--- config.mk ---
export PLATFORM = sky130hd
export DESIGN_NAME = bounded_deque_with_value_removal_flat
export DESIGN_NICKNAME = d
export VERILOG_FILES = /design/src/rtl/bdq_pkg.sv /design/src/rtl/bdq_if.sv /design/src/rtl/bdq_ram.sv /design/src/rtl/bdq_obuf.sv /design/src/rtl/bounded_deque_with_value_removal.sv /design/src/flat_wrapper.sv
export SDC_FILE = /design/constraint.sdc
export NUM_CORES = 1
export LEC_CHECK = 0
export ABC_AREA = 1
export BUFFER_PORTS_ARGS = -buffer_cell sky130_fd_sc_hd__buf_2
export CAP_MARGIN = 10
export CORE_MARGIN = 2
export CORE_UTILIZATION = 60
export CTS_BUF_LIST = sky130_fd_sc_hd__clkbuf_4
export DETAILED_ROUTE_END_ITERATION = 6
export PLACE_DENSITY = 0.77
export SLEW_MARGIN = 10
export SYNTH_ARGS = -nofsm -noshare
export SYNTH_HDL_FRONTEND = slang
export SYNTH_HIERARCHICAL = 1
export SYNTH_SLANG_ARGS = --single-unit
--- constraint.sdc ---
create_clock -name clk -period 5.95 [get_ports clk]
set_input_delay 1.19 -clock clk [delete_from_list [all_inputs] [get_ports clk]]
set_output_delay 1.19 -clock clk [all_outputs]
set_load 0.01 [all_outputs]
--- src/rtl/bdq_pkg.sv ---
// Package for the bounded deque: sizes, command codes, sequencer states,
// result types and circular slot arithmetic. No dependencies.
`default_nettype none

package bdq_pkg;

    localparam int DEPTH  = 32;
    localparam int WORD_W = 32;
    localparam int KIND_W = 4;
    localparam int AMT_W  = 8;
    localparam int ADDR_W = (DEPTH > 1) ? $clog2(DEPTH) : 1;
    localparam int CNT_W  = $clog2(DEPTH + 1);
    localparam int CMP_W  = (CNT_W > AMT_W) ? CNT_W : AMT_W;

    typedef enum logic [KIND_W-1:0] {
        KIND_PUSH_FRONT = 4'd0,
        KIND_PUSH_BACK  = 4'd1,
        KIND_POP_FRONT  = 4'd2,
        KIND_POP_BACK   = 4'd3,
        KIND_REMOVE     = 4'd4,
        KIND_CLEAR      = 4'd5,
        KIND_READ_FIRST = 4'd6,
        KIND_READ_LAST  = 4'd7,
        KIND_READ_ALL   = 4'd8
    } kind_t;

    typedef enum logic [1:0] {
        ST_IDLE,
        ST_READ,
        ST_REMOVE
    } state_t;

    typedef struct packed {
        logic [WORD_W-1:0] word;
        logic              last;
        logic              status;
    } item_t;

    typedef struct packed {
        logic  valid;
        item_t item;
    } land_t;

    function automatic logic [ADDR_W-1:0] slot_add(input logic [ADDR_W-1:0] base,
                                                    input logic [CNT_W-1:0] off);
        logic [CNT_W:0] sum;
        sum = (CNT_W+1)'(base) + (CNT_W+1)'(off);
        if (sum >= (CNT_W+1)'(DEPTH))
        begin
            sum = sum - (CNT_W+1)'(DEPTH);
        end
        return ADDR_W'(sum);
    endfunction

    function automatic logic [ADDR_W-1:0] slot_inc(input logic [ADDR_W-1:0] a);
        return (a == ADDR_W'(DEPTH - 1)) ? '0 : a + 1'b1;
    endfunction

    function automatic logic [ADDR_W-1:0] slot_dec(input logic [ADDR_W-1:0] a);
        return (a == '0) ? ADDR_W'(DEPTH - 1) : a - 1'b1;
    endfunction

endpackage

`default_nettype wire

--- src/rtl/bdq_if.sv ---
// Valid/ready channel interfaces for the deque: command in, result out.
// Depends on bdq_pkg.
`default_nettype none

interface bdq_cmd_if import bdq_pkg::*; ();
    logic                     valid;
    logic                     ready;
    logic [KIND_W-1:0]        kind;
    logic signed [WORD_W-1:0] value;
    logic [AMT_W-1:0]         amount;

    modport source (output valid, kind, value, amount, input ready);
    modport sink   (input valid, kind, value, amount, output ready);
endinterface

interface bdq_res_if import bdq_pkg::*; ();
    logic                     valid;
    logic                     ready;
    logic signed [WORD_W-1:0] element_value;
    logic                     last;
    logic                     status;

    modport source (output valid, element_value, last, status, input ready);
    modport sink   (input valid, element_value, last, status, output ready);
endinterface

`default_nettype wire

--- src/rtl/bdq_ram.sv ---
// Generic simple dual-port RAM: one write port, one read port, registered read.
// No dependencies.
`default_nettype none

module bdq_ram #(
    parameter int WIDTH = 32,
    parameter int DEPTH = 32
) (
    input  wire logic                               clk,
    input  wire logic                               we,
    input  wire logic [$clog2(DEPTH)-1:0]           waddr,
    input  wire logic [WIDTH-1:0]                   wdata,
    input  wire logic                               re,
    input  wire logic [$clog2(DEPTH)-1:0]           raddr,
    output logic      [WIDTH-1:0]                   rdata
);

    logic [WIDTH-1:0] mem [DEPTH];
    logic [WIDTH-1:0] rdata_reg;

    always_ff @(posedge clk)
    begin
        if (we)
        begin
            mem[waddr] <= wdata;
        end
        if (re)
        begin
            rdata_reg <= mem[raddr];
        end
    end

    assign rdata = rdata_reg;

endmodule

`default_nettype wire

--- src/rtl/bdq_obuf.sv ---
// Result buffer: output register plus skid entry, fed by landing read data.
// Depends on bdq_pkg and bdq_res_if.
`default_nettype none

module bdq_obuf import bdq_pkg::*; (
    input  wire logic   clk,
    input  wire logic   rst_n,
    input  wire land_t  land,
    output logic        room,
    bdq_res_if.source   res
);

    logic  out_v_reg, out_v_next;
    logic  skid_v_reg, skid_v_next;
    item_t out_reg, out_next;
    item_t skid_reg, skid_next;
    logic  take;
    logic [1:0] occ;

    assign take = out_v_reg && res.ready;
    assign occ  = 2'(out_v_reg) + 2'(skid_v_reg) + 2'(land.valid);
    assign room = (occ - 2'(take)) < 2'd2;

    always_comb
    begin
        out_v_next  = out_v_reg;
        skid_v_next = skid_v_reg;
        out_next    = out_reg;
        skid_next   = skid_reg;
        if (!out_v_reg || take)
        begin
            if (skid_v_reg)
            begin
                out_v_next  = 1'b1;
                out_next    = skid_reg;
                skid_v_next = land.valid;
                skid_next   = land.item;
            end
            else
            begin
                out_v_next = land.valid;
                out_next   = land.item;
            end
        end
        else if (land.valid)
        begin
            skid_v_next = 1'b1;
            skid_next   = land.item;
        end
    end

    always_ff @(posedge clk or negedge rst_n)
    begin
        if (!rst_n)
        begin
            out_v_reg  <= 1'b0;
            skid_v_reg <= 1'b0;
        end
        else
        begin
            out_v_reg  <= out_v_next;
            skid_v_reg <= skid_v_next;
        end
    end

    always_ff @(posedge clk)
    begin
        out_reg  <= out_next;
        skid_reg <= skid_next;
    end

    assign res.valid         = out_v_reg;
    assign res.element_value = out_reg.word;
    assign res.last          = out_reg.last;
    assign res.status        = out_reg.status;

endmodule

`default_nettype wire

--- src/rtl/bounded_deque_with_value_removal.sv ---
// Bounded deque of signed words with value removal, stored in a circular RAM.
// Push, pop and clear are done without leaving the idle state; a full-store push returns one result.
// Reads issue one RAM read per cycle while the result buffer has room, through the RAM read register.
// Removal scans and compacts through the RAM port; the sequencer stays busy until the scan ends.
// Reset clears state, front pointer, count and valid flags; RAM contents stay undefined.
`default_nettype none

module bounded_deque_with_value_removal import bdq_pkg::*; (
    input  wire logic clk,
    input  wire logic rst_n,
    bdq_cmd_if.sink   cmd,
    bdq_res_if.source res
);

    state_t              state_reg, state_next;
    logic [ADDR_W-1:0]   front_reg, front_next;
    logic [CNT_W-1:0]    count_reg, count_next;
    logic [ADDR_W-1:0]   rd_slot_reg, rd_slot_next;
    logic [CNT_W-1:0]    rem_reg, rem_next;
    logic [CNT_W-1:0]    rd_pos_reg, rd_pos_next;
    logic [CNT_W-1:0]    wr_pos_reg, wr_pos_next;
    logic [WORD_W-1:0]   match_reg, match_next;
    logic                rm_pend_reg, rm_pend_next;
    logic                pend_v_reg, pend_v_next;
    logic                pend_last_reg, pend_last_next;
    logic                pend_status_reg, pend_status_next;
    logic [WORD_W-1:0]   pend_word_reg, pend_word_next;

    logic                ram_we;
    logic [ADDR_W-1:0]   ram_waddr;
    logic [WORD_W-1:0]   ram_wdata;
    logic                ram_re;
    logic [ADDR_W-1:0]   ram_raddr;
    logic [WORD_W-1:0]   ram_rdata;

    land_t               land;
    logic                room;
    logic                accept;
    logic                full;
    logic [AMT_W-1:0]    amt_eff;
    logic [CMP_W-1:0]    amt_ext;
    logic [CNT_W-1:0]    n_sel;

    bdq_ram #(
        .WIDTH (WORD_W),
        .DEPTH (DEPTH)
    ) u_ram (
        .clk   (clk),
        .we    (ram_we),
        .waddr (ram_waddr),
        .wdata (ram_wdata),
        .re    (ram_re),
        .raddr (ram_raddr),
        .rdata (ram_rdata)
    );

    bdq_obuf u_obuf (
        .clk   (clk),
        .rst_n (rst_n),
        .land  (land),
        .room  (room),
        .res   (res)
    );

    assign land.valid       = pend_v_reg;
    assign land.item.word   = pend_status_reg ? pend_word_reg : ram_rdata;
    assign land.item.last   = pend_last_reg;
    assign land.item.status = pend_status_reg;

    assign cmd.ready = (state_reg == ST_IDLE) && room;
    assign accept    = cmd.valid && cmd.ready;
    assign full      = (count_reg == CNT_W'(DEPTH));
    assign amt_eff   = (cmd.amount == '0) ? AMT_W'(1) : cmd.amount;
    assign amt_ext   = CMP_W'(amt_eff);
    assign n_sel     = (amt_ext < CMP_W'(count_reg)) ? CNT_W'(amt_ext) : count_reg;

    always_comb
    begin
        state_next       = state_reg;
        front_next       = front_reg;
        count_next       = count_reg;
        rd_slot_next     = rd_slot_reg;
        rem_next         = rem_reg;
        rd_pos_next      = rd_pos_reg;
        wr_pos_next      = wr_pos_reg;
        match_next       = match_reg;
        rm_pend_next     = 1'b0;
        pend_v_next      = 1'b0;
        pend_last_next   = pend_last_reg;
        pend_status_next = pend_status_reg;
        pend_word_next   = pend_word_reg;
        ram_we           = 1'b0;
        ram_waddr        = '0;
        ram_wdata        = '0;
        ram_re           = 1'b0;
        ram_raddr        = '0;

        case (state_reg)
            ST_IDLE:
            begin
                if (accept)
                begin
                    case (cmd.kind)
                        KIND_PUSH_FRONT, KIND_PUSH_BACK:
                        begin
                            if (full)
                            begin
                                pend_v_next      = 1'b1;
                                pend_last_next   = 1'b1;
                                pend_status_next = 1'b1;
                                pend_word_next   = cmd.value;
                            end
                            else
                            begin
                                ram_we     = 1'b1;
                                ram_wdata  = cmd.value;
                                count_next = count_reg + 1'b1;
                                if (cmd.kind == KIND_PUSH_FRONT)
                                begin
                                    front_next = slot_dec(front_reg);
                                    ram_waddr  = slot_dec(front_reg);
                                end
                                else
                                begin
                                    ram_waddr = slot_add(front_reg, count_reg);
                                end
                            end
                        end
                        KIND_POP_FRONT:
                        begin
                            if (count_reg != '0)
                            begin
                                front_next = slot_inc(front_reg);
                                count_next = count_reg - 1'b1;
                            end
                        end
                        KIND_POP_BACK:
                        begin
                            if (count_reg != '0)
                            begin
                                count_next = count_reg - 1'b1;
                            end
                        end
                        KIND_REMOVE:
                        begin
                            match_next  = cmd.value;
                            rd_pos_next = '0;
                            wr_pos_next = '0;
                            state_next  = ST_REMOVE;
                        end
                        KIND_CLEAR:
                        begin
                            front_next = '0;
                            count_next = '0;
                        end
                        KIND_READ_FIRST:
                        begin
                            if (count_reg != '0)
                            begin
                                rd_slot_next = front_reg;
                                rem_next     = n_sel;
                                state_next   = ST_READ;
                            end
                        end
                        KIND_READ_LAST:
                        begin
                            if (count_reg != '0)
                            begin
                                rd_slot_next = slot_add(front_reg, count_reg - n_sel);
                                rem_next     = n_sel;
                                state_next   = ST_READ;
                            end
                        end
                        KIND_READ_ALL:
                        begin
                            if (count_reg != '0)
                            begin
                                rd_slot_next = front_reg;
                                rem_next     = count_reg;
                                state_next   = ST_READ;
                            end
                        end
                        default:
                        begin
                        end
                    endcase
                end
            end
            ST_READ:
            begin
                if (room)
                begin
                    ram_re           = 1'b1;
                    ram_raddr        = rd_slot_reg;
                    pend_v_next      = 1'b1;
                    pend_status_next = 1'b0;
                    pend_last_next   = (rem_reg == CNT_W'(1));
                    rd_slot_next     = slot_inc(rd_slot_reg);
                    rem_next         = rem_reg - 1'b1;
                    if (rem_reg == CNT_W'(1))
                    begin
                        state_next = ST_IDLE;
                    end
                end
            end
            ST_REMOVE:
            begin
                if (rd_pos_reg < count_reg)
                begin
                    ram_re       = 1'b1;
                    ram_raddr    = slot_add(front_reg, rd_pos_reg);
                    rd_pos_next  = rd_pos_reg + 1'b1;
                    rm_pend_next = 1'b1;
                end
                // keep entries that differ, packed toward the front
                if (rm_pend_reg && (ram_rdata != match_reg))
                begin
                    ram_we      = 1'b1;
                    ram_waddr   = slot_add(front_reg, wr_pos_reg);
                    ram_wdata   = ram_rdata;
                    wr_pos_next = wr_pos_reg + 1'b1;
                end
                if ((rd_pos_reg == count_reg) && !rm_pend_reg)
                begin
                    count_next = wr_pos_reg;
                    state_next = ST_IDLE;
                end
            end
            default:
            begin
                state_next = ST_IDLE;
            end
        endcase
    end

    always_ff @(posedge clk or negedge rst_n)
    begin
        if (!rst_n)
        begin
            state_reg   <= ST_IDLE;
            front_reg   <= '0;
            count_reg   <= '0;
            rem_reg     <= '0;
            rd_pos_reg  <= '0;
            wr_pos_reg  <= '0;
            rm_pend_reg <= 1'b0;
            pend_v_reg  <= 1'b0;
        end
        else
        begin
            state_reg   <= state_next;
            front_reg   <= front_next;
            count_reg   <= count_next;
            rem_reg     <= rem_next;
            rd_pos_reg  <= rd_pos_next;
            wr_pos_reg  <= wr_pos_next;
            rm_pend_reg <= rm_pend_next;
            pend_v_reg  <= pend_v_next;
        end
    end

    always_ff @(posedge clk)
    begin
        rd_slot_reg     <= rd_slot_next;
        match_reg       <= match_next;
        pend_last_reg   <= pend_last_next;
        pend_status_reg <= pend_status_next;
        pend_word_reg   <= pend_word_next;
    end

`ifndef NO_ASSERTIONS
    a_count_bound: assert property (@(posedge clk) disable iff (!rst_n)
        count_reg <= CNT_W'(DEPTH))
        else $error("stored count exceeds depth");

    a_busy_no_ready: assert property (@(posedge clk) disable iff (!rst_n)
        (state_reg != ST_IDLE) |-> !cmd.ready)
        else $error("command ready while sequencer busy");

    a_overflow_result: assert property (@(posedge clk) disable iff (!rst_n)
        (accept && full && ((cmd.kind == KIND_PUSH_FRONT) || (cmd.kind == KIND_PUSH_BACK)))
        |=> (pend_v_reg && pend_status_reg && pend_last_reg))
        else $error("dropped push did not produce overflow result");

    a_compact_order: assert property (@(posedge clk) disable iff (!rst_n)
        (state_reg == ST_REMOVE) |-> (wr_pos_reg <= rd_pos_reg))
        else $error("compaction write overtook read");
`endif

endmodule

`default_nettype wire
--- src/flat_wrapper.sv ---
// flat-port wrapper written by rule: the top's interface ports become plain ports
module bounded_deque_with_value_removal_flat import bdq_pkg::*;
  (clk, rst_n, cmd_valid, cmd_kind, cmd_value, cmd_amount, cmd_ready, res_valid, res_element_value, res_last, res_status, res_ready);
  bdq_cmd_if cmd_i ();
  bdq_res_if res_i ();
  input  wire logic clk;
  input  wire logic rst_n;
  input wire logic [$bits(cmd_i.valid)-1:0] cmd_valid;
  input wire logic [$bits(cmd_i.kind)-1:0] cmd_kind;
  input wire logic [$bits(cmd_i.value)-1:0] cmd_value;
  input wire logic [$bits(cmd_i.amount)-1:0] cmd_amount;
  output wire logic [$bits(cmd_i.ready)-1:0] cmd_ready;
  output wire logic [$bits(res_i.valid)-1:0] res_valid;
  output wire logic [$bits(res_i.element_value)-1:0] res_element_value;
  output wire logic [$bits(res_i.last)-1:0] res_last;
  output wire logic [$bits(res_i.status)-1:0] res_status;
  input wire logic [$bits(res_i.ready)-1:0] res_ready;
  assign cmd_i.valid = cmd_valid;
  assign cmd_i.kind = cmd_kind;
  assign cmd_i.value = cmd_value;
  assign cmd_i.amount = cmd_amount;
  assign cmd_ready = cmd_i.ready;
  assign res_valid = res_i.valid;
  assign res_element_value = res_i.element_value;
  assign res_last = res_i.last;
  assign res_status = res_i.status;
  assign res_i.ready = res_ready;
  bounded_deque_with_value_removal u_core (.clk(clk), .rst_n(rst_n), .cmd(cmd_i), .res(res_i));
endmodule
==> results.cfg, run 1 <==
[final_layout]
post-route-util_pct = 66.8
largest_reg_flops = 1024
post_route_cells_drive_above_1_share_pct = 15.3
final_cell_area_um2 = 58000
final_cells = 6205
nets = 4968
area_growth_pct = 10.3

[critical_path]
startpoint_type = flip-flop
crit_type = flip-flop to flip-flop
cp_max_fo = 131
end_kind = flip-flop
crit_arrival_ps = 5210
critPathRequiredTime_ps = 6770

[yosys]
synthCells = 4615
ys_warn_count = 6
syn-num-nets = 4719
ys_types = 48
seq_area_frac_synth_pct = 69.9
synth_seq_cells = 1230
async_flop_share_pct = 2.85
synth_edf_count = 1195
ys.flop_type = edfxtp_1
synth_area_um2 = 52600
avgSynthCellArea_um2 = 11.4

[timing]
grt_setup_unrepaired = no
slew_headroom_pct = 12.9
min_period_ps = 4390
fin_crit_sh_pct = 73.8
maxSlewViolCount = 0
worstMarginPinSlew_ps = 1310
clock-skew-final_ps = 88.5
timing.fmax_ghz = 0.228
finalSetupTns_ps = 0
finalHoldViolCount = 0
finalSetupViolations = 0

[clock_network]
cts_buffers = 310
cts.htree.levels = 5
cts_tree = built
ctsHoldBuffers = 0
cts_buffer_depth = 4
clock-sinks = 1230
cts_setup_buffers = 0
path_clk_slew_ps = 70
clk_latency_ps = 1140
clockRootBuffer = clkbuf_4
cts_resized = 0

[power]
totalPowerFinal_mw = 26.3
p_leak_nw = 22.3
peakVddDrop_v = 0.000348
p_per_area_nw_per_um2 = 454

[detailed_routing]
viasPerCell = 5.91
ant_nets = 0
wirelength_um = 133000
avgRoutedWirePerCell_um = 21.4
first_iter_violations = 4449
dr.pass1.iters = 6
drc = 0
vias = 36600

[floorplan]
ios = 84
start_util_pct = 60.6
num_rows = 108
die_w_um = 300
die-area_um2 = 90000
core_um2 = 86800
die_h_um = 300

[grt]
grt_usage_pct = 29.6
grt_pass1_vias = 35200
antenna_found_initial = 4
grt_overflow = 0
grt_pass1_wl_um = 201000
grt_max_degree = 132

[run_status]
status = complete, no violations

[worst_hold_path]
hold_class = input port to async pin

[run]
cap_violations = 0

[placement]
hpwlAfterDp_um = 72800
place_inst = 5707
placed_area_um2 = 54400
port_buffers = 83
gp_congestion = 0.870
## per-layer routing
| layer | track usage [%] | routed length (um) |
|---|---|---|
| met1 | 40.5 | 49900 |
| met2 | 46.1 | 62000 |
| met3 | 6.45 | 16200 |
| met4 | 13.6 | 4930 |
| met5 | 0 | 20 |
## cell type report
class	instances	area [um2]
diodes	1	2.50
clock buffers	439	3300
clock inverters	58	304
fillers	6116	28800
inverters	135	544
multi-input cells	3001	14000
flip-flops and latches	1230	36800
well taps	1155	1450
repair buffers	186	1610
## where the power goes
| group | switching [mW] | internal [mW] |
|---|---|---|
| clock | 3.18 | 3.49 |
| combinational | 6.27 | 2.50 |
| sequential | 0.373 | 10.5 |
## final timing paths
check / to / startpoint / depth (start not counted) / slack [ps]
max: u_core/u_ram/rdata[20] / u_core/count_reg[1] / 19 / 1560
min reg2reg: u_core/u_obuf/skid_reg[1] / u_core/pend_last_reg / 0 / 480
min: u_core/count_reg[5] / rst_n / 1 / 230
max in group asynchronous: u_core/u_obuf/res.valid / rst_n / 1 / 5170
max reg2reg: u_core/u_ram/rdata[20] / u_core/count_reg[1] / 19 / 1560
min in group clk: u_core/pend_word_reg[1] / cmd_value[1] / 1 / 270
## cells by family after synthesis
group	after synthesis	synth area share, %
xor gates and xnor gates	49	0.816
DFF	1230	69.9
buffers and inverters	384	4.28
and+or+nand+nor	2717	21.7
AOI/OAI and AO/OA	179	1.82
adders and majority gates	56	1.42
## Yosys cell counts (all sizes together) (6+ instances only)
master | instances | area share [%]
a21oi | 38 | 0.38
buf | 210 | 3.0
clkbuf | 39 | 0.28
dfrtp | 35 | 1.7
edfxtp | 1195 | 68
fa | 6 | 0.23
ha | 50 | 1.2
inv | 131 | 0.97
nand2 | 1778 | 13
nand3 | 820 | 7.8
nand4 | 7 | 0.095
nor2 | 86 | 0.67
nor3 | 10 | 0.17
o21ai | 114 | 1.1
o22ai | 8 | 0.095
or2 | 13 | 0.15
xnor2 | 31 | 0.52
xor2 | 18 | 0.30
## placed cells by master (no fill, tap or decap), types with 5 or more instances in the layout
cell	count
buf_4	69
or2_1	6
xor2_1	18
clkinv_2	7
nand2_2	14
nor2_4	36
a21oi_1	31
nand3_1	818
buf_12	34
edfxtp_1	1195
nand2_1	1762
xnor2_1	31
nand4_1	6
inv_1	104
a31oi_1	5
nor2_1	44
o21ai_0	62
inv_2	25
o21ai_4	6
clkinv_1	49
nor3_1	6
o21ai_1	24
buf_2	83
o21ai_2	22
fa_1	6
a21oi_4	5
clkbuf_4	439
ha_1	50
or2_2	6
dfrtp_1	35
o22ai_1	8
nor2_2	6
## stage by stage
stage	worst slack, ps	hold WS (ps)
floorplan	993	448
global placement	971	471
detailed placement	892	476
CTS	1650	123
global route	1230	202
finish	1560	225
## critical path: stages, from the launching register on
cell	delay, ps
dfrtp_1	540
inv_1	270
ha_1	370
inv_1	60
nor2_1	30
o21ai_0	160
o211ai_1	130
nor2_1	370
nand2_1	170
a21oi_4	350
inv_16	150
buf_12	440
nand2_1	130
nand3_1	80
nand3_1	120
nand2_1	60
nand2_1	60
nand2_1	110
nand2_1	120
nand2_1	80
Power figures use the tool's default switching activity.
==> inputs of run 2 (changes only) <==
==> constraint.sdc (replaced) <==
create_clock -name clk -period 4.3 [get_ports clk]
set_input_delay 0.86 -clock clk [delete_from_list [all_inputs] [get_ports clk]]
set_output_delay 0.86 -clock clk [all_outputs]
set_load 0.01 [all_outputs]
==> results.cfg, run 2 (synthesis results as in run 1) <==
[placement]
hpwlAfterDp_um = 81700
placed_area_um2 = 56100
dp_slack_ps = 83.9
port_buffers = 83
gp_congestion = 0.858
place_inst = 5831

[critical_path]
cpMostUsedCell = nand2_1
cp_cell_sequence = inv_1 -> ha_1 -> nand2_1 -> inv_1 -> nand3_1 -> inv_1 -> o21ai_0 -> o211ai_1 -> nor2_1 -> nand2_1 -> a21oi_4 -> buf_12 -> inv_16 -> buf_12 -> nand2_1 -> nand3_1 -> nand3_1 -> nand2_1 -> nand2_1 -> nand2_1 -> nand2_1 -> nand2_1
crit_type = flip-flop to flip-flop
max_stage_delay_ps = 500
cp_top_family = simple AND/OR/NAND/NOR gates
crit_buf_inv = 6
crit_slowest_cell = dfrtp_1
crit_arrival_ps = 4800
critPathRequiredTime_ps = 5080
cp_max_fo = 89
startpoint_type = flip-flop
end_kind = flip-flop

[floorplan]
core_um2 = 86800
ios = 84
num_rows = 108
die-area_um2 = 90000
die_h_um = 300
die_w_um = 300
start_util_pct = 60.6

[detailed_routing]
ant_nets = 0
first_iter_violations = 4913
viasPerCell = 5.86
vias = 37300
wl_met3_um = 14900
met2_length_um = 64400
avgRoutedWirePerCell_um = 21.3
dr.pass1.iters = 6
wl_met1_um = 52300
drc = 0
routed.top_layer = met4
wirelength_um = 136000

[timing]
slew_headroom_pct = 19.2
worst_slack_ps = 288
fin_crit_sh_pct = 93.3
timing.fmax_ghz = 0.249
grt_setup_unrepaired = no
finalSetupViolations = 0
clock-skew-final_ps = 104
maxSlewViolCount = 0
worstMarginPinSlew_ps = 1210
min_period_ps = 4010
finalSetupTns_ps = 0
finalHoldViolCount = 0

[run]
cap_violations = 0

[grt]
grt_max_degree = 90
grt_pass1_vias = 36600
grt_pass1_wl_um = 207000
antenna_found_initial = 4
grt_overflow = 0
grt_usage_pct = 30.3

[power]
p_per_area_nw_per_um2 = 624
peakVddDrop_v = 0.000394
p_leak_nw = 23.3

[final_layout]
final_cells = 6375
largest_reg_flops = 1024
final_cell_area_um2 = 60300
final_cell_mix = 1762 x nand2_1, 1195 x edfxtp_1, 818 x nand3_1
final_common_cell = nand2_1
post_route_cells_drive_above_1_share_pct = 17.2
nets = 5133
area_growth_pct = 14.6

[worst_hold_path]
hold_class = input port to flip-flop

[clock_network]
cts_buffers = 315
cts_tree = built
cts_buffer_depth = 4
clock-sinks = 1230
cts_resized = 0
clockRootBuffer = clkbuf_4
path_clk_slew_ps = 60
cts.htree.levels = 5
clk_latency_ps = 1160

[run_status]
status = complete, no violations
[run 2: cell types whose count changed in the layout (fill, tap and decap cells not counted), sizes merged]
| cell | delta |
|---|---|
| clkinv | +7 |
| inv | -1 |
| bufinv | +4 |
| clkbuf | -4 |
| diode | +4 |
| buf | +126 |
| dlygate4sd3 | +34 |
[run 2: worst reg2reg max path, cell delays in order, from the launching register on]
cell and delay (ps):
dfrtp_1 500, inv_1 190, ha_1 320, nand2_1 90, inv_1 40, nand3_1 50, inv_1 50, o21ai_0 70
o211ai_1 150, nor2_1 430, nand2_1 180, a21oi_4 190, buf_12 180, inv_16 110, buf_12 410, nand2_1 130
nand3_1 60, nand3_1 120, nand2_1 70, nand2_1 60, nand2_1 70, nand2_1 50, nand2_1 160
[run 2: final timing paths]
path	cells past startpoint	to	slack, ps	from
max	22	u_core/u_ram/rdata[9]	290	u_core/count_reg[4]
min	5	u_core/rem_reg[5]	160	cmd_amount[5]
max reg2reg	22	u_core/u_ram/rdata[9]	290	u_core/count_reg[4]
min reg2reg	0	u_core/u_obuf/skid_reg[1]	490	u_core/pend_last_reg
max in group asynchronous	2	u_core/front_reg[0]	3320	rst_n
min in group asynchronous	2	u_core/state_reg[1]	390	rst_n
[run 2: area by class of cell]
cell class                      instances  area [um2]
Antenna cell                            5        12.5
Sequential cell                      1230       36800
Clock inverter                         68         448
Clock buffer                          435        3270
Inverter                              135         544
Fill cell                            5868       26500
Tap cell                             1155        1450
Multi-Input combinational cell       3001       14000
Timing Repair Buffer                  346        3770
[run 2: what timing repair did]
action,4_1_cts,5_1_grt
setup buffers,0,0
hold endpoints to repair,100,0
hold buffers,34,0
[run 2: where the power goes]
part / internal (mW) / total [mW] / switching (mW)
logic: 4.08 / 13.2 / 9.07
clock network: 5.04 / 9.49 / 4.45
registers: 14.5 / 14.9 / 0.433
[run 2: routing by layer]
metal	up-vias	track usage (%)
li1	16900	-
met1	17700	41.5
met2	2349	48.4
met3	343	6.21
met4	0	11.8
met5	-	0
[run 2: metrics by stage]
step	util (%)	hold WS, ps	total power, mW
after CTS	69.4	36.3	37.4
final	69.5	161	37.6
after global placement	64.7	491	27.6
after floorplan	-	448	23.8
after global routing	69.5	107	39.6
after detailed placement	64.7	488	27.9
